<file path="src/rtl/core/bsm_pkg.sv">
`timescale 1ns / 1ps
// ----------------------------------------------------------------------------
// bsm_pkg
// Shared types, codes and reset values of the bank switching mapper.
// ----------------------------------------------------------------------------
package bsm_pkg;

	localparam int MEM_ADDR_BITS_DEF = 21;
	localparam int MEM_ADDR_BITS_MAX = 24;

	localparam int PRG_W   = 21;
	localparam int CHR_W   = 18;
	localparam int CNT_W   = 9;
	localparam int CFG_IDX_W  = 4;
	localparam int CFG_DATA_W = 21;

	typedef enum logic [1:0] {
		REQ_CPU_RD = 2'd0,
		REQ_CPU_WR = 2'd1,
		REQ_PPU_RD = 2'd2,
		REQ_PPU_WR = 2'd3
	} req_type_t;

	typedef enum logic [1:0] {
		TGT_NONE = 2'd0,
		TGT_WRAM = 2'd1,
		TGT_PRG  = 2'd2,
		TGT_CHR  = 2'd3
	} target_t;

	// configuration register indexes
	localparam logic [CFG_IDX_W-1:0] CFG_PRG_ROM_MASK     = 4'd0;
	localparam logic [CFG_IDX_W-1:0] CFG_CHR_MEM_MASK     = 4'd1;
	localparam logic [CFG_IDX_W-1:0] CFG_PRG_BANK_COUNT   = 4'd2;
	localparam logic [CFG_IDX_W-1:0] CFG_CHR_IS_RAM       = 4'd3;
	localparam logic [CFG_IDX_W-1:0] CFG_ALT_IRQ          = 4'd4;
	localparam logic [CFG_IDX_W-1:0] CFG_FOUR_SCREEN      = 4'd5;
	localparam logic [CFG_IDX_W-1:0] CFG_PRG_OUTER_OFFSET = 4'd6;
	localparam logic [CFG_IDX_W-1:0] CFG_CHR_OUTER_OFFSET = 4'd7;

	// register write regions, cpu address bits 14:13
	localparam logic [1:0] REG_BANK   = 2'd0;
	localparam logic [1:0] REG_MIRROR = 2'd1;
	localparam logic [1:0] REG_RELOAD = 2'd2;
	localparam logic [1:0] REG_IRQ    = 2'd3;

	localparam logic [2:0] SEL_PRG_A = 3'd6;
	localparam logic [2:0] SEL_PRG_B = 3'd7;
	localparam int         CHR_BANKS = 6;

	localparam logic [PRG_W-1:0] PRG_ROM_MASK_RST   = 21'h007FFF;
	localparam logic [CHR_W-1:0] CHR_MEM_MASK_RST   = 18'h01FFF;
	localparam logic [CNT_W-1:0] PRG_BANK_COUNT_RST = 9'd4;
	localparam logic [7:0]       RELOAD_VALUE_RST   = 8'hFF;

endpackage

</file>
<file path="src/rtl/core/bsm_req_if.sv">
`timescale 1ns / 1ps
// ----------------------------------------------------------------------------
// bsm_req_if
// Bus access channel into the mapper.
// ----------------------------------------------------------------------------
interface bsm_req_if
	import bsm_pkg::*;
();
	logic      valid;
	logic      ready;
	req_type_t req_type;
	logic [15:0] bus_addr;
	logic [7:0]  bus_data;

	modport source (output valid, req_type, bus_addr, bus_data, input ready);
	modport sink   (input valid, req_type, bus_addr, bus_data, output ready);
endinterface

</file>
<file path="src/rtl/core/bsm_rsp_if.sv">
`timescale 1ns / 1ps
// ----------------------------------------------------------------------------
// bsm_rsp_if
// Translated access channel out of the mapper.
// ----------------------------------------------------------------------------
interface bsm_rsp_if
	import bsm_pkg::*;
#(
	parameter int MEM_ADDR_BITS = MEM_ADDR_BITS_DEF
) ();
	logic    valid;
	logic    ready;
	target_t target;
	logic [MEM_ADDR_BITS-1:0] mem_addr;
	logic    mem_write;
	logic    mirror_horizontal;
	logic    irq_line;

	modport source (output valid, target, mem_addr, mem_write, mirror_horizontal, irq_line,
		input ready);
	modport sink   (input valid, target, mem_addr, mem_write, mirror_horizontal, irq_line,
		output ready);
endinterface

</file>
<file path="src/rtl/core/bsm_cfg_if.sv">
`timescale 1ns / 1ps
// ----------------------------------------------------------------------------
// bsm_cfg_if
// Configuration register write channel.
// ----------------------------------------------------------------------------
interface bsm_cfg_if
	import bsm_pkg::*;
();
	logic                  valid;
	logic                  ready;
	logic [CFG_IDX_W-1:0]  reg_index;
	logic [CFG_DATA_W-1:0] reg_data;

	modport source (output valid, reg_index, reg_data, input ready);
	modport sink   (input valid, reg_index, reg_data, output ready);
endinterface

</file>
<file path="src/rtl/core/bank_switch_mapper_with_line_irq.sv">
`timescale 1ns / 1ps
// Bus access mapper with scanline interrupt. One access is taken every clock
// while the result side keeps up: an access is held in the input register,
// is translated and applied to the mapper state as it moves into the result
// register, and is presented to the result side from that register.
// A result that is not taken stops the input only once the input register
// also holds an item; the input then stalls until the result side takes the
// waiting item. Configuration writes are taken at any time and always
// complete in the cycle they are offered.
// ----------------------------------------------------------------------------
// bank_switch_mapper_with_line_irq
// Translates cpu and ppu accesses into work ram, program rom and pattern
// memory addresses; keeps bank, mirroring and scanline counter state.
// ----------------------------------------------------------------------------
module bank_switch_mapper_with_line_irq
	import bsm_pkg::*;
#(
	parameter int MEM_ADDR_BITS = MEM_ADDR_BITS_DEF
) (
	input  logic       clk,
	input  logic       arst_n,
	bsm_req_if.sink    req,
	bsm_rsp_if.source  rsp,
	bsm_cfg_if.sink    cfg
);

	// configuration
	logic [PRG_W-1:0] prg_rom_mask_q;
	logic [CHR_W-1:0] chr_mem_mask_q;
	logic [CNT_W-1:0] prg_bank_count_q;
	logic             chr_is_ram_q;
	logic             alt_irq_q;
	logic             four_screen_q;
	logic [PRG_W-1:0] prg_outer_offset_q;
	logic [CHR_W-1:0] chr_outer_offset_q;

	// mapper state
	logic [7:0] chr_bank_q [CHR_BANKS];
	logic [7:0] prg_bank_a_q;
	logic [7:0] prg_bank_b_q;
	logic [2:0] bank_select_q;
	logic       chr_swap_q;
	logic       prg_swap_q;
	logic       mirror_bit_q;
	logic [7:0] line_counter_q;
	logic [7:0] reload_value_q;
	logic       irq_enabled_q;
	logic       reload_pending_q;
	logic       irq_pending_q;
	logic       last_a12_q;

	// input stage
	logic        valid_s1;
	req_type_t   req_type_s1;
	logic [15:0] bus_addr_s1;
	logic [7:0]  bus_data_s1;

	// result stage
	logic                     valid_s2;
	target_t                  target_s2;
	logic [MEM_ADDR_BITS-1:0] mem_addr_s2;
	logic                     mem_write_s2;
	logic                     mirror_s2;
	logic                     irq_s2;

	logic advance;
	logic step;

	assign advance   = !valid_s2 || rsp.ready;
	assign step      = valid_s1 && advance;
	assign req.ready = !valid_s1 || advance;
	assign cfg.ready = 1'b1;

	// next state and result of the item in the input stage
	logic [7:0] chr_bank_d [CHR_BANKS];
	logic [7:0] prg_bank_a_d;
	logic [7:0] prg_bank_b_d;
	logic [2:0] bank_select_d;
	logic       chr_swap_d;
	logic       prg_swap_d;
	logic       mirror_bit_d;
	logic [7:0] line_counter_d;
	logic [7:0] reload_value_d;
	logic       irq_enabled_d;
	logic       reload_pending_d;
	logic       irq_pending_d;
	logic       last_a12_d;

	target_t                      target_d;
	logic [MEM_ADDR_BITS_MAX-1:0] addr_wide;
	logic                         mem_write_d;

	logic [CNT_W-1:0] last_bank;
	logic [CNT_W-1:0] second_bank;
	logic [CNT_W-1:0] prg_base;
	logic [PRG_W-1:0] prg_addr;

	logic [12:0]      chr_a;
	logic [2:0]       chr_idx;
	logic [7:0]       chr_sel;
	logic [CHR_W-1:0] chr_off;
	logic [CHR_W-1:0] chr_addr;

	logic       a12;
	logic [7:0] cnt_new;

	assign last_bank   = prg_bank_count_q - 9'd1;
	assign second_bank = prg_bank_count_q - 9'd2;

	always_comb begin
		unique case (bus_addr_s1[14:13])
			2'd0:    prg_base = prg_swap_q ? second_bank : {1'b0, prg_bank_a_q};
			2'd1:    prg_base = {1'b0, prg_bank_b_q};
			2'd2:    prg_base = prg_swap_q ? {1'b0, prg_bank_a_q} : second_bank;
			default: prg_base = last_bank;
		endcase
	end

	assign prg_addr = ({prg_base[7:0], bus_addr_s1[12:0]} & prg_rom_mask_q)
		| prg_outer_offset_q;

	assign chr_a   = {bus_addr_s1[12] ^ chr_swap_q, bus_addr_s1[11:0]};
	assign chr_idx = chr_a[12] ? (3'd2 + {1'b0, chr_a[11:10]}) : {2'b0, chr_a[11]};
	assign chr_sel = chr_bank_q[chr_idx];
	assign chr_off = chr_a[12] ? {chr_sel, chr_a[9:0]} : {chr_sel[7:1], chr_a[10:0]};
	assign chr_addr = chr_is_ram_q ? {5'b0, chr_off[12:0]}
		: ((chr_off & chr_mem_mask_q) | chr_outer_offset_q);

	assign a12     = bus_addr_s1[12];
	assign cnt_new = (line_counter_q == 8'd0 || reload_pending_q) ? reload_value_q
		: line_counter_q - 8'd1;

	always_comb begin
		chr_bank_d       = chr_bank_q;
		prg_bank_a_d     = prg_bank_a_q;
		prg_bank_b_d     = prg_bank_b_q;
		bank_select_d    = bank_select_q;
		chr_swap_d       = chr_swap_q;
		prg_swap_d       = prg_swap_q;
		mirror_bit_d     = mirror_bit_q;
		line_counter_d   = line_counter_q;
		reload_value_d   = reload_value_q;
		irq_enabled_d    = irq_enabled_q;
		reload_pending_d = reload_pending_q;
		irq_pending_d    = irq_pending_q;
		last_a12_d       = last_a12_q;
		target_d         = TGT_NONE;
		addr_wide        = '0;
		mem_write_d      = 1'b0;

		unique case (req_type_s1)
			REQ_CPU_RD, REQ_CPU_WR: begin
				if (bus_addr_s1[15:13] == 3'b011) begin
					target_d    = TGT_WRAM;
					addr_wide   = {{(MEM_ADDR_BITS_MAX-13){1'b0}}, bus_addr_s1[12:0]};
					mem_write_d = (req_type_s1 == REQ_CPU_WR);
				end else if (bus_addr_s1[15] && req_type_s1 == REQ_CPU_RD) begin
					target_d  = TGT_PRG;
					addr_wide = {{(MEM_ADDR_BITS_MAX-PRG_W){1'b0}}, prg_addr};
				end else if (bus_addr_s1[15]) begin
					unique case (bus_addr_s1[14:13])
						REG_BANK: begin
							if (!bus_addr_s1[0]) begin
								chr_swap_d    = bus_data_s1[7];
								prg_swap_d    = bus_data_s1[6];
								bank_select_d = bus_data_s1[2:0];
							end else if (bank_select_q == SEL_PRG_A) begin
								prg_bank_a_d = bus_data_s1;
							end else if (bank_select_q == SEL_PRG_B) begin
								prg_bank_b_d = bus_data_s1;
							end else begin
								for (int i = 0; i < CHR_BANKS; i++) begin
									if (bank_select_q == 3'(i))
										chr_bank_d[i] = bus_data_s1;
								end
							end
						end
						REG_MIRROR: begin
							if (!bus_addr_s1[0] && !four_screen_q)
								mirror_bit_d = bus_data_s1[0];
						end
						REG_RELOAD: begin
							if (!bus_addr_s1[0]) begin
								reload_value_d = bus_data_s1;
							end else begin
								line_counter_d   = 8'd0;
								reload_pending_d = 1'b1;
							end
						end
						REG_IRQ: begin
							if (!bus_addr_s1[0]) begin
								irq_enabled_d = 1'b0;
								irq_pending_d = 1'b0;
							end else begin
								irq_enabled_d = 1'b1;
							end
						end
						default: ;
					endcase
				end
			end
			REQ_PPU_RD, REQ_PPU_WR: begin
				last_a12_d = a12;
				if (a12 && !last_a12_q) begin
					line_counter_d   = cnt_new;
					reload_pending_d = 1'b0;
					if ((!alt_irq_q || line_counter_q != 8'd0 || reload_pending_q)
						&& cnt_new == 8'd0 && irq_enabled_q)
						irq_pending_d = 1'b1;
				end
				if (!bus_addr_s1[13]) begin
					target_d    = TGT_CHR;
					addr_wide   = {{(MEM_ADDR_BITS_MAX-CHR_W){1'b0}}, chr_addr};
					mem_write_d = (req_type_s1 == REQ_PPU_WR) && chr_is_ram_q;
				end
			end
			default: ;
		endcase
	end

	// configuration registers
	always_ff @(posedge clk or negedge arst_n) begin
		if (!arst_n) begin
			prg_rom_mask_q     <= PRG_ROM_MASK_RST;
			chr_mem_mask_q     <= CHR_MEM_MASK_RST;
			prg_bank_count_q   <= PRG_BANK_COUNT_RST;
			chr_is_ram_q       <= 1'b1;
			alt_irq_q          <= 1'b0;
			four_screen_q      <= 1'b0;
			prg_outer_offset_q <= '0;
			chr_outer_offset_q <= '0;
		end else if (cfg.valid) begin
			unique case (cfg.reg_index)
				CFG_PRG_ROM_MASK:     prg_rom_mask_q     <= cfg.reg_data[PRG_W-1:0];
				CFG_CHR_MEM_MASK:     chr_mem_mask_q     <= cfg.reg_data[CHR_W-1:0];
				CFG_PRG_BANK_COUNT:   prg_bank_count_q   <= cfg.reg_data[CNT_W-1:0];
				CFG_CHR_IS_RAM:       chr_is_ram_q       <= cfg.reg_data[0];
				CFG_ALT_IRQ:          alt_irq_q          <= cfg.reg_data[0];
				CFG_FOUR_SCREEN:      four_screen_q      <= cfg.reg_data[0];
				CFG_PRG_OUTER_OFFSET: prg_outer_offset_q <= cfg.reg_data[PRG_W-1:0];
				CFG_CHR_OUTER_OFFSET: chr_outer_offset_q <= cfg.reg_data[CHR_W-1:0];
				default: ;
			endcase
		end
	end

	// mapper state, updated as an item leaves the input stage
	always_ff @(posedge clk or negedge arst_n) begin
		if (!arst_n) begin
			for (int i = 0; i < CHR_BANKS; i++)
				chr_bank_q[i] <= 8'd0;
			prg_bank_a_q     <= 8'd0;
			prg_bank_b_q     <= 8'd0;
			bank_select_q    <= 3'd0;
			chr_swap_q       <= 1'b0;
			prg_swap_q       <= 1'b0;
			mirror_bit_q     <= 1'b0;
			line_counter_q   <= 8'd0;
			reload_value_q   <= RELOAD_VALUE_RST;
			irq_enabled_q    <= 1'b0;
			reload_pending_q <= 1'b0;
			irq_pending_q    <= 1'b0;
			last_a12_q       <= 1'b0;
		end else if (step) begin
			chr_bank_q       <= chr_bank_d;
			prg_bank_a_q     <= prg_bank_a_d;
			prg_bank_b_q     <= prg_bank_b_d;
			bank_select_q    <= bank_select_d;
			chr_swap_q       <= chr_swap_d;
			prg_swap_q       <= prg_swap_d;
			mirror_bit_q     <= mirror_bit_d;
			line_counter_q   <= line_counter_d;
			reload_value_q   <= reload_value_d;
			irq_enabled_q    <= irq_enabled_d;
			reload_pending_q <= reload_pending_d;
			irq_pending_q    <= irq_pending_d;
			last_a12_q       <= last_a12_d;
		end
	end

	// input stage
	always_ff @(posedge clk or negedge arst_n) begin
		if (!arst_n)
			valid_s1 <= 1'b0;
		else if (req.ready)
			valid_s1 <= req.valid;
	end

	always_ff @(posedge clk) begin
		if (req.valid && req.ready) begin
			req_type_s1 <= req.req_type;
			bus_addr_s1 <= req.bus_addr;
			bus_data_s1 <= req.bus_data;
		end
	end

	// result stage
	always_ff @(posedge clk or negedge arst_n) begin
		if (!arst_n)
			valid_s2 <= 1'b0;
		else if (advance)
			valid_s2 <= valid_s1;
	end

	always_ff @(posedge clk) begin
		if (step) begin
			target_s2    <= target_d;
			mem_addr_s2  <= addr_wide[MEM_ADDR_BITS-1:0];
			mem_write_s2 <= mem_write_d;
			mirror_s2    <= mirror_bit_d;
			irq_s2       <= irq_pending_d;
		end
	end

	assign rsp.valid             = valid_s2;
	assign rsp.target            = target_s2;
	assign rsp.mem_addr          = mem_addr_s2;
	assign rsp.mem_write         = mem_write_s2;
	assign rsp.mirror_horizontal = mirror_s2;
	assign rsp.irq_line          = irq_s2;

`ifndef SYNTHESIS
	a_irq_needs_enable: assert property (@(posedge clk) disable iff (!arst_n)
		irq_pending_q |-> irq_enabled_q)
		else $error("interrupt pending while disabled");

	a_reload_clears_counter: assert property (@(posedge clk) disable iff (!arst_n)
		reload_pending_q |-> (line_counter_q == 8'd0))
		else $error("reload pending with nonzero counter");

	a_unmapped_quiet: assert property (@(posedge clk) disable iff (!arst_n)
		(valid_s2 && target_s2 == TGT_NONE) |-> (mem_addr_s2 == '0 && !mem_write_s2))
		else $error("unmapped item carries address or write");

	a_accept_when_empty: assert property (@(posedge clk) disable iff (!arst_n)
		!valid_s2 |-> req.ready)
		else $error("input stalled with empty result stage");
`endif

endmodule

</file>
<file path="src/flat_wrapper.sv">
// flat-port wrapper written by rule: the top's interface ports become plain ports
module bank_switch_mapper_with_line_irq_flat import bsm_pkg::*;
#(
	parameter int MEM_ADDR_BITS = MEM_ADDR_BITS_DEF
)
  (clk, arst_n, req_valid, req_req_type, req_bus_addr, req_bus_data, req_ready, rsp_valid, rsp_target, rsp_mem_addr, rsp_mem_write, rsp_mirror_horizontal, rsp_irq_line, rsp_ready, cfg_valid, cfg_reg_index, cfg_reg_data, cfg_ready);
  bsm_req_if req_i ();
  bsm_rsp_if #(.MEM_ADDR_BITS(MEM_ADDR_BITS)) rsp_i ();
  bsm_cfg_if cfg_i ();
  input  logic clk;
  input  logic arst_n;
  input wire logic [$bits(req_i.valid)-1:0] req_valid;
  input wire logic [$bits(req_i.req_type)-1:0] req_req_type;
  input wire logic [$bits(req_i.bus_addr)-1:0] req_bus_addr;
  input wire logic [$bits(req_i.bus_data)-1:0] req_bus_data;
  output wire logic [$bits(req_i.ready)-1:0] req_ready;
  output wire logic [$bits(rsp_i.valid)-1:0] rsp_valid;
  output wire logic [$bits(rsp_i.target)-1:0] rsp_target;
  output wire logic [$bits(rsp_i.mem_addr)-1:0] rsp_mem_addr;
  output wire logic [$bits(rsp_i.mem_write)-1:0] rsp_mem_write;
  output wire logic [$bits(rsp_i.mirror_horizontal)-1:0] rsp_mirror_horizontal;
  output wire logic [$bits(rsp_i.irq_line)-1:0] rsp_irq_line;
  input wire logic [$bits(rsp_i.ready)-1:0] rsp_ready;
  input wire logic [$bits(cfg_i.valid)-1:0] cfg_valid;
  input wire logic [$bits(cfg_i.reg_index)-1:0] cfg_reg_index;
  input wire logic [$bits(cfg_i.reg_data)-1:0] cfg_reg_data;
  output wire logic [$bits(cfg_i.ready)-1:0] cfg_ready;
  assign req_i.valid = req_valid;
  assign req_i.req_type = req_req_type;
  assign req_i.bus_addr = req_bus_addr;
  assign req_i.bus_data = req_bus_data;
  assign req_ready = req_i.ready;
  assign rsp_valid = rsp_i.valid;
  assign rsp_target = rsp_i.target;
  assign rsp_mem_addr = rsp_i.mem_addr;
  assign rsp_mem_write = rsp_i.mem_write;
  assign rsp_mirror_horizontal = rsp_i.mirror_horizontal;
  assign rsp_irq_line = rsp_i.irq_line;
  assign rsp_i.ready = rsp_ready;
  assign cfg_i.valid = cfg_valid;
  assign cfg_i.reg_index = cfg_reg_index;
  assign cfg_i.reg_data = cfg_reg_data;
  assign cfg_ready = cfg_i.ready;
  bank_switch_mapper_with_line_irq #(.MEM_ADDR_BITS(MEM_ADDR_BITS)) u_core (.clk(clk), .arst_n(arst_n), .req(req_i), .rsp(rsp_i), .cfg(cfg_i));
endmodule
</file>
<file path="config.mk">
export PLATFORM = sky130hd
export DESIGN_NAME = bank_switch_mapper_with_line_irq_flat
export DESIGN_NICKNAME = d
export VERILOG_FILES = /design/src/rtl/core/bsm_pkg.sv /design/src/rtl/core/bsm_req_if.sv /design/src/rtl/core/bsm_rsp_if.sv /design/src/rtl/core/bsm_cfg_if.sv /design/src/rtl/core/bank_switch_mapper_with_line_irq.sv /design/src/flat_wrapper.sv
export SDC_FILE = /design/constraint.sdc
export NUM_CORES = 1
export LEC_CHECK = 0
export BUFFER_PORTS_ARGS = -buffer_cell sky130_fd_sc_hd__buf_2
export CAP_MARGIN = 20
export CORE_ASPECT_RATIO = 1.25
export CORE_MARGIN = 4
export CORE_UTILIZATION = 50
export CTS_CLUSTER_SIZE = 28
export DETAILED_ROUTE_END_ITERATION = 10
export PLACE_DENSITY_LB_ADDON = 0.2
export SLEW_MARGIN = 20
export SYNTH_ARGS = -nofsm -noshare
export SYNTH_HDL_FRONTEND = slang
export SYNTH_SLANG_ARGS = --single-unit
</file>
<file path="constraint.sdc">
create_clock -name clk -period 4.4 [get_ports clk]
set_input_delay 0.22 -clock clk [delete_from_list [all_inputs] [get_ports clk]]
set_output_delay 0.22 -clock clk [all_outputs]
set_load 0.02 [all_outputs]
</file>
==> results_dict.tcl, run 1 <==
set metrics [dict create \
    status "completed" \
    synth_nets 808 \
    peakVddDrop_mv 0.255 \
    rrSetupSlack_ps 1550 \
    grt_pass1_vias 6983 \
    core_sq_mm 0.0202 \
    fin_crit_sh_pct 64.8 \
    fmax_mhz 351 \
    whs_endpoint "u_core.chr_mem_mask_q[16]$_DFFE_PN0P_" \
    grt.overflow.total 0 \
    r2r-start "u_core.bus_addr_s1[13]$_DFFE_PP_" \
    hpwl_mm 15.6 \
    cts_buffers 24 \
    netlist-cell-type-count 60 \
    ys_ff_latch 231 \
    ios 85 \
    grtUsageTotal_pct 20.1 \
    worstMarginPinSlew_ps 1060 \
    antenna_found_initial 0 \
    hp-start "cfg_reg_data[16]" \
    area_growth_pct 18.2 \
    synth.cell_area_sq_mm 0.0102 \
    worst_ep_arrival_time_ps 3240 \
    cts_root_buf "clkbuf_16" \
    critical_path_required_ps 4790 \
    final_cell_mix "181 x mux2_2, 141 x dfrtp_1, 82 x buf_2" \
    final-setup-viol-count 0 \
    clockBufferDepth 3 \
    routed_via_density 5.60 \
    whs_path_depth 2 \
    cp-start-kind "flip-flop" \
    fp.dieH_um 168 \
    clkTransAtPathRegs_ps 60 \
    slowest_stage "edfxtp_1" \
    final_common_cell "mux2_2" \
    cp-end-kind "flip-flop" \
    synth.avg_cell_area_sq_um 13.7 \
    grt_max_degree 103 \
    ys_seq_area_share_pct 59.4 \
    cts_tree "yes" \
    drtIter0Drc 303 \
    final_cells 1157 \
    grt_pass1_wl_mm 36.7 \
    finClkSkew_ps 21.5 \
    crit_path_max_fanout 19 \
    worstSkewPairLatency_ps 520 \
    dieWidth_um 136 \
    ant_nets 0 \
    rows 58 \
    ys.flop_type "dfrtp_1" \
    rsz0062_at_grt "no" \
    num_vias 6475 \
    hold-worst-slack_ps 11.2 \
    synthCells 747 \
    wl_mm 22.8 \
    initial_core_util_pct 50.8 \
    first_pass_iters 5 \
    synth_edf_count 52 \
    setup_tns_ps 0 \
    clock-sinks 231 \
    finalNetCount 930 \
    power-per-cell-area_mw_per_mm2 479 \
    drive_gt1_share_pct 41.4 \
    hold_path_class "in2reg" \
    synth_top_area_share_pct 34.4 \
    crit_chain "or3b_1 > or4b_4 > nor3_2 > and3_1 > mux2_2" \
    slowest_delay_ps 640 \
    design_area_sq_mm 0.0121 \
    cts_setup_buffers 0 \
    h-tree-depth 1 \
    max_cap_viol_count 0 \
    ys_warn_count 0 \
    synth_top_area_cell "dfrtp_1" \
    min_period_ps 2850 \
    power.leakage_nw 5.26 \
    finalHoldViolCount 0 \
    totalPowerFinal_mw 5.80 \
    post_drt_wl_per_cell_um 19.7 \
    yosys-top-cells-area "dfrtp_1 34%, mux2_2 20%, edfxtp_1 15%" \
    maxSlewViolCount 0 \
    dpl-instance-area_sq_mm 0.0109 \
    dp.cells 1070 \
    crit_type "reg2reg" \
    die_area_sq_mm 0.0229 \
    async_flop_share_pct 77.5 \
    drcViolationCount 0 \
    numPortBuffers 83 \
    rr_worst_depth 5 \
    rr_endpoint "u_core.chr_bank_q[15]$_DFFE_PN0P_" \
    relSlewSlack_pct 28.8 \
    place_congestion 0.876 \
    n_antenna_cell 0 \
]
## critical path: cells and delay by family, from the launching register on
kind | cells | cell delay [ps]
flip-flops | 1 | 640
AND/OR/NAND/NOR | 4 | 1700
multiplexers | 1 | 380
## state kept, by name, summed over array words and instances (netlist names), 2 cells and up
register,flops
u_core.prg_rom_mask_q,21
u_core.req_type_s1,2
u_core.rsp.target,2
u_core.chr_mem_mask_q,18
u_core.reload_value_q,8
u_core.bank_select_q,3
u_core.chr_outer_offset_q,18
u_core.chr_bank_q,46
u_core.prg_outer_offset_q,21
u_core.prg_bank_b_q,8
u_core.prg_bank_a_q,8
u_core.bus_addr_s1,16
u_core.line_counter_q,8
u_core.prg_bank_count_q,8
u_core.bus_data_s1,8
u_core.rsp.mem_addr,21
## cells by family (layout without fill, tap and decap cells)
logic type                 after synthesis  count (layout)  share of synthesized area [%]
other                                    1               1                         0.0366
adders and majority gates                5               5                          0.610
DFF                                    231             231                           59.4
AOI/OAI and AO/OA                      120             120                           7.36
xor gates and xnor gates                13              13                           1.11
muxes                                  197             197                           22.3
and+or+nand+nor                        129             129                           7.17
buffers and inverters                   51             191                           2.01
## cell usage after synthesis, types with 3 or more instances
library cell / number
buf_1: 5
nor3b_1: 9
edfxtp_1: 52
or2_2: 3
nand2b_1: 8
nand2_1: 31
nand3b_1: 3
nor3_1: 13
xnor2_1: 8
and2_1: 3
buf_4: 3
ha_1: 5
nor2b_1: 4
nand3_1: 6
o21ai_0: 31
o22ai_1: 5
o211ai_1: 24
nor4_1: 5
a21boi_0: 3
buf_2: 3
a21oi_1: 30
and3_1: 3
nor2_1: 22
dfrtp_1: 141
o21a_1: 3
inv_1: 14
a211oi_1: 3
a21o_1: 5
mux2i_1: 9
dfstp_2: 38
o31ai_1: 3
xor2_1: 5
mux2_2: 181
mux4_2: 7
clkbuf_1: 26
## report_power, final
group	leakage (nW)	switching [mW]	internal (mW)
clock	0.376	0.797	1.14
sequential	2.74	0.249	2.58
combinational	2.14	0.528	0.501
## metal layers
layer	GRT usage [%]	wire, um	up-vias
met4	4.78	403	0
li1	-	-	2989
met3	2.51	867	36
met5	0	0	-
met1	24.3	9230	3299
met2	37.9	12300	151
## area by class of cell
class | count | area, sq um
Fill cell | 1665 | 8060
Sequential cell | 231 | 6090
Multi-Input combinational cell | 465 | 3960
Timing Repair Buffer | 133 | 906
Clock buffer | 33 | 686
Tap cell | 270 | 338
Clock inverter | 11 | 77.6
Inverter | 14 | 52.6
## worst max path at each step
stage / startpoint / endpoint / slack [ps] / depth (start not counted)
after floorplan: u_core.bus_addr_s1[13]$_DFFE_PP_ / u_core.chr_bank_q[10]$_DFFE_PN0P_ / 2040 / 7
after global placement: u_core.bus_addr_s1[13]$_DFFE_PP_ / u_core.chr_bank_q[13]$_DFFE_PN0P_ / 1620 / 5
after detailed placement: u_core.bus_addr_s1[13]$_DFFE_PP_ / u_core.chr_bank_q[13]$_DFFE_PN0P_ / 1570 / 5
after CTS: u_core.bus_addr_s1[13]$_DFFE_PP_ / u_core.chr_bank_q[29]$_DFFE_PN0P_ / 1550 / 5
after global routing: u_core.bus_addr_s1[13]$_DFFE_PP_ / u_core.chr_bank_q[13]$_DFFE_PN0P_ / 1430 / 5
final: u_core.bus_addr_s1[13]$_DFFE_PP_ / u_core.chr_bank_q[15]$_DFFE_PN0P_ / 1550 / 5
## through the flow
stage	util, %	worst slack [ps]
after floorplan	-	2040
after global placement	54.1	1620
after detailed placement	54.1	1570
after CTS	60.0	1550
after global routing	60.0	1430
final	60.0	1550
## timing repair
action | CTS | global route
hold buffers | 42 | 0
hold endpoints to repair | 152 | 0
resized for setup | 0 | 0
(Power assumes the default switching activity.)
==> run 2, diff against run 1 <==
- ABC_AREA: unset -> 1
- clock period: 4.4 -> 2.3 ns (I/O delays scaled with it)
==> run 2 against run 1 <==
Area after synthesis grew 0.88%. Critical path depth grew 4. Via count grew 30%. Worst hold slack gained 21 ps. Power grew 110%. Flip-flop and latch count is the same. Critical path type unchanged.
==> results_dict.tcl, run 2 <==
set metrics [dict create \
    slowest_stage "edfxtp_1" \
    grt_pass1_vias 8264 \
    area_growth_pct 21.0 \
    netlist-cell-type-count 48 \
    rrSetupSlack_ps 160 \
    power-per-cell-area_mw_per_mm2 958 \
    drtIter0Drc 739 \
    gr-usage-met1_pct 34.2 \
    cp_num_buf_inv 1 \
    wl_mm 28.2 \
    synth_top_area_share_pct 34.1 \
    synthCells 1116 \
    worst_ep_arrival_time_ps 2410 \
    cpLargestDelayFamily "flip-flops" \
    design_area_sq_mm 0.0125 \
    critical_path_required_ps 2560 \
    max_cap_viol_count 0 \
    cp-end-kind "flip-flop" \
    post_drt_wl_per_cell_um 18.1 \
    drive_gt1_share_pct 18.4 \
    async_flop_share_pct 77.5 \
    grt_max_degree 72 \
    hpwl_mm 18.6 \
    ant_nets 0 \
    rr_endpoint "u_core.rsp.mem_addr[17]$_DFFE_PP_" \
    dieWidth_um 137 \
    status "completed" \
    finalHoldViolCount 0 \
    final_cells 1557 \
    finClkSkew_ps 16.2 \
    yosysMostFrequentCell "nand2_1" \
    relSlewSlack_pct 52.8 \
    use_met3_pct 4.25 \
    routed_via_density 5.42 \
    min_period_ps 2140 \
    synth_top_family_by_area "simple AND/OR/NAND/NOR gates" \
    fmax_mhz 467 \
    peakVddDrop_mv 0.770 \
    crit_path_frequent_cell "nand2_1" \
    rsz0062_at_grt "no" \
    hold_path_class "in2reg" \
    grtUsageTotal_pct 24.7 \
    synth-xor-area-share_pct 0.424 \
    worstSkewPairLatency_ps 520 \
    synth.cell_area_sq_mm 0.0103 \
    final_util_pct 61.8 \
    ios 85 \
    grt_pass1_wl_mm 45.0 \
    setup_tns_ps 0 \
    rows 58 \
    grt.overflow.total 0 \
    first_pass_iters 5 \
    critPathLaunch "u_core.bus_addr_s1[13]$_DFFE_PP_" \
    final-setup-viol-count 0 \
    die_area_sq_mm 0.0231 \
    synthTopCellsByCount "329 x nand2_1, 156 x o21ai_0, 141 x dfrtp_1, 94 x inv_1, 52 x edfxtp_1" \
    rr_worst_depth 9 \
    n_antenna_cell 0 \
    dpl-instance-area_sq_mm 0.0111 \
    maxSlewViolCount 0 \
    cts_setup_buffers 0 \
    crit_path_max_fanout 13 \
    dp.cells 1457 \
    final_cell_mix "329 x nand2_1, 156 x o21ai_0, 141 x dfrtp_1" \
    synth.area.mux_share_pct 0.0968 \
    finalNetCount 1330 \
    cts_root_buf "clkbuf_16" \
    fp.dieH_um 169 \
    numPortBuffers 83 \
    top_register "u_core.chr_bank_q" \
    ys_warn_count 0 \
    crit_type "reg2reg" \
    clock-sinks 231 \
    power.leakage_nw 5.72 \
    antenna_found_initial 1 \
    cts_buffers 24 \
    final_common_cell "nand2_1" \
    slowest_delay_ps 590 \
    place_congestion 0.906 \
    synth_fa_ha_area_share_pct 0.605 \
    initial_core_util_pct 51.1 \
    grtUsageMet2_pct 39.6 \
    synth.avg_cell_area_sq_um 9.27 \
    yosys-top-cells-area "dfrtp_1 34%, edfxtp_1 15%, nand2_1 12%" \
    drcViolationCount 0 \
    cp.depth 9 \
    worstMarginPinSlew_ps 709 \
    clkTransAtPathRegs_ps 60 \
    clockBufferDepth 3 \
    synth_top_area_cell "dfrtp_1" \
    largest_reg_flops 46 \
    synth_compound_area_share_pct 16.7 \
    core_sq_mm 0.0202 \
    cp-start-kind "flip-flop" \
    num_vias 8438 \
    crit_chain "nor2_2 > o21ai_0 > inv_1 > nand3_1 > o211ai_1 > nand3_1 > nand2_1 > nand2_1 > nand2_1" \
    ys_ff_latch 231 \
    r2r-start "u_core.bus_addr_s1[13]$_DFFE_PP_" \
    ys_seq_area_share_pct 58.9 \
    synthSimpleGateAreaFrac_pct 17.5 \
    fin_crit_sh_pct 93.1 \
    ys.flop_type "dfrtp_1" \
    synth_edf_count 52 \
    top_usage_layer "met2" \
    synth_nets 1177 \
    h-tree-depth 1 \
    totalPowerFinal_mw 12.0 \
    cts_tree "yes" \
    crit_end "u_core.rsp.mem_addr[17]$_DFFE_PP_" \
]
## run 2: logic make-up (layout without fill, tap and decap cells)
logic type               Yosys count  in the layout
AO/OA/AOI/OAI                    300            300
XOR/XNOR                           5              5
adder cells (fa/ha/maj)            5              5
buffers and inverters            140            311
flip-flops                       231            231
multiplexers                       1              1
other                              1              1
AND/OR/NAND/NOR                  433            433
## run 2: worst min path at each step
stage,from,to,depth (start not counted)
floorplan,arst_n,u_core.alt_irq_q$_DFFE_PN0P_,0
global placement,arst_n,u_core.chr_bank_q[34]$_DFFE_PN0P_,1
detailed placement,arst_n,u_core.chr_bank_q[15]$_DFFE_PN0P_,1
CTS,cfg_reg_data[7],u_core.prg_bank_count_q[7]$_DFFE_PN0P_,3
global route,cfg_reg_data[6],u_core.prg_bank_count_q[6]$_DFFE_PN0P_,3
finish,cfg_reg_data[7],u_core.prg_bank_count_q[7]$_DFFE_PN0P_,3
## run 2: through the flow
step | hold slack [ps] | worst slack, ps
global route | 37.8 | 2.97
finish | 31.9 | 159
floorplan | -181 | 285
detailed placement | 198 | 207
CTS | 5.02 | 178
global placement | 197 | 197
## run 2: area by class of cell
| cell class | instances | area, sq um |
|---|---|---|
| Clock buffer | 36 | 761 |
| Fill cell | 1694 | 7730 |
| Clock inverter | 8 | 70.1 |
| Inverter | 101 | 379 |
| Timing Repair Buffer | 166 | 1210 |
| Sequential cell | 231 | 6090 |
| Multi-Input combinational cell | 745 | 3670 |
| Tap cell | 270 | 338 |
## run 2: worst min-delay path, cell delays in order
cell and delay (ps):
buf_2 70, inv_1 130, o21ai_0 190
## run 2: per-layer routing
metal	routed length, um	part of all wire, %
met1	11900	42
met4	906	3.2
met3	1990	7.0
met5	0	0
met2	13400	48
## run 2: what timing repair did
item                       4_1_cts  5_1_grt
hold buffers                    56        0
resized for setup                0        1
hold endpoints to repair       154        0
setup endpoints to repair        0        1
## run 2: power by group
group	internal, mW	switching [mW]
Clock	2.41	1.62
Combinational	0.918	1.59
Sequential	4.97	0.488
==> run 3, diff against run 2 <==
- ABC_AREA: 1 -> unset
==> run 3 against run 2 <==
The flow now finishes with violations (negative setup slack). Final cell count is 23% lower. Global-route usage down 3.1 points. Combinational power decreased by 12%. Sequential power fell by 0.9%.
==> results_dict.tcl, run 3 (same netlist as run 1, synthesis figures left out) <==
set metrics [dict create \
    area_growth_pct 23.6 \
    top_register "u_core.chr_bank_q" \
    hpwl_mm 16.4 \
    finalHoldViolCount 0 \
    min_period_ps 2370 \
    rr_endpoint "u_core.chr_bank_q[13]$_DFFE_PN0P_" \
    largest_reg_flops 46 \
    worstSkewPairLatency_ps 520 \
    hold-worst-slack_ps 61.6 \
    relSlewSlack_pct 55.3 \
    initial_core_util_pct 50.8 \
    final_common_cell "mux2_2" \
    grt_pass1_wl_mm 39.4 \
    h-tree-depth 1 \
    rsz0062_at_grt "yes" \
    hold_path_class "in2reg" \
    fin_crit_sh_pct 103 \
    hp-start "cfg_reg_index[3]" \
    grt.overflow.total 0 \
    finalNetCount 973 \
    regArea_sq_mm 0.00609 \
    slowest_delay_ps 550 \
    wl_mm 24.4 \
    clock-sinks 231 \
    routed_via_density 5.69 \
    clkTransAtPathRegs_ps 60 \
    worst_ep_arrival_time_ps 2770 \
    whs_endpoint "u_core.chr_is_ram_q$_DFFE_PN1P_" \
    crit_path_max_fanout 8 \
    r2r-start "u_core.bus_addr_s1[13]$_DFFE_PP_" \
    top_usage_layer "met2" \
    rows 58 \
    grt_pass1_vias 7385 \
    cts_buffers 24 \
    slowest_stage "or4b_4" \
    die_area_sq_mm 0.0229 \
    drive_gt1_share_pct 43.8 \
    status "finished with violations" \
    grt_max_degree 55 \
    numPortBuffers 83 \
    final_cells 1200 \
    maxSlewViolCount 0 \
    rr_worst_depth 6 \
    critical_path_required_ps 2710 \
    ant_nets 0 \
    final_cell_mix "175 x mux2_2, 141 x dfrtp_1, 82 x buf_2" \
    clockBufferDepth 3 \
    cp-start-kind "flip-flop" \
    num_vias 6822 \
    ios 85 \
    power.leakage_nw 5.54 \
    critPathLaunch "u_core.bus_addr_s1[13]$_DFFE_PP_" \
    place_congestion 0.875 \
    setup_tns_ps -1190 \
    n_antenna_cell 0 \
    crit_chain "or3b_4 > or4b_4 > nor3_4 > and3_4 > buf_8 > mux2_2" \
    antenna_found_initial 0 \
    max_cap_viol_count 0 \
    drtIter0Drc 304 \
    fp.dieH_um 168 \
    multi_input_area_sq_mm 0.00404 \
    use_met3_pct 2.99 \
    final-setup-viol-count 25 \
    post_drt_wl_per_cell_um 20.3 \
    dp.cells 1099 \
    rrSetupSlack_ps -70 \
    worstMarginPinSlew_ps 664 \
    first_pass_iters 5 \
    peakVddDrop_mv 0.705 \
    power-per-cell-area_mw_per_mm2 917 \
    cts_root_buf "clkbuf_16" \
    whs_path_depth 4 \
    finClkSkew_ps 24.6 \
    grtUsageTotal_pct 21.6 \
    totalPowerFinal_mw 11.6 \
    nFillCells 1599 \
    core_sq_mm 0.0202 \
    dieWidth_um 136 \
    fmax_mhz 422 \
    violations "negative setup slack" \
    crit_type "reg2reg" \
    worst_slack_ps -67.5 \
    cp-end-kind "flip-flop" \
    gr-usage-met1_pct 27.6 \
    cts_tree "yes" \
    drcViolationCount 0 \
    grtUsageMet2_pct 38.3 \
]
## run 3: changes by cell type in the layout (fill, tap and decap cells not counted), sizes merged, moves of 8 or more
cell    delta
nand3     -36
nor3      +13
inv       -86
nor2      -20
a21oi     -19
mux2i      +8
o311ai     -8
nand2b     +8
nor3b      +9
mux2     +181
o21ai    -170
nand2    -302
buf       +13
## run 3: area by class of cell
cell class	instances	area share, %
flip-flops and latches	231	48.1
repair buffers	176	10.5
well taps	270	2.67
inverters	14	0.415
multi-input cells	465	31.9
clock inverters	12	1.11
clock buffers	32	5.38
## run 3: report_power, final
part / internal, mW / leakage, nW / switching [mW] / total (mW)
Sequential: 4.93 / 2.74 / 0.466 / 5.40
Clock: 2.42 / 0.403 / 1.59 / 4.01
Combinational: 1.11 / 2.40 / 1.10 / 2.21
## run 3: worst max-delay path, delay by kind of cell (launching register included)
family,cells,cell delay [ps]
buffers and inverters,1,130
flip-flops,1,390
multiplexers,1,340
AND/OR/NAND/NOR,4,1400
## run 3: worst max path at each step
| stage | to | slack [ps] | cells after the start |
|---|---|---|---|
| 2_1_floorplan | u_core.chr_bank_q[10]$_DFFE_PN0P_ | -20 | 7 |
| 3_5_place_dp | u_core.chr_bank_q[14]$_DFFE_PN0P_ | -70 | 6 |
| 4_1_cts | u_core.prg_bank_a_q[6]$_DFFE_PN0P_ | -100 | 5 |
| 3_3_place_gp | u_core.chr_bank_q[14]$_DFFE_PN0P_ | -30 | 6 |
| 6_report | u_core.chr_bank_q[13]$_DFFE_PN0P_ | -70 | 6 |
| 5_1_grt | u_core.chr_bank_q[31]$_DFFE_PN0P_ | -150 | 6 |
## run 3: per-layer routing
layer	up-vias	routed length [um]	part of all wire (%)
met4	0	643	2.6
met1	3503	9850	40
met2	175	12800	52
met5	-	0	0
met3	59	1130	4.6
li1	3085	-	-
## run 3: metrics by stage
step / area (sq um) / setup slack [ps] / utilization [%]
final: 12700 / -67.5 / 62.8
after floorplan: 10300 / -21.5 / -
after detailed placement: 11200 / -68.1 / 55.5
after CTS: 12600 / -100 / 62.4
after global routing: 12700 / -147 / 62.8
after global placement: 11200 / -34.0 / 55.5
## run 3: timing repair
action                     CTS  global route
gates resized for setup      6            14
setup endpoints to repair   55            70
setup buffers                2             2
hold buffers                53             0
hold endpoints to repair   252             0
pin swaps                    1             0
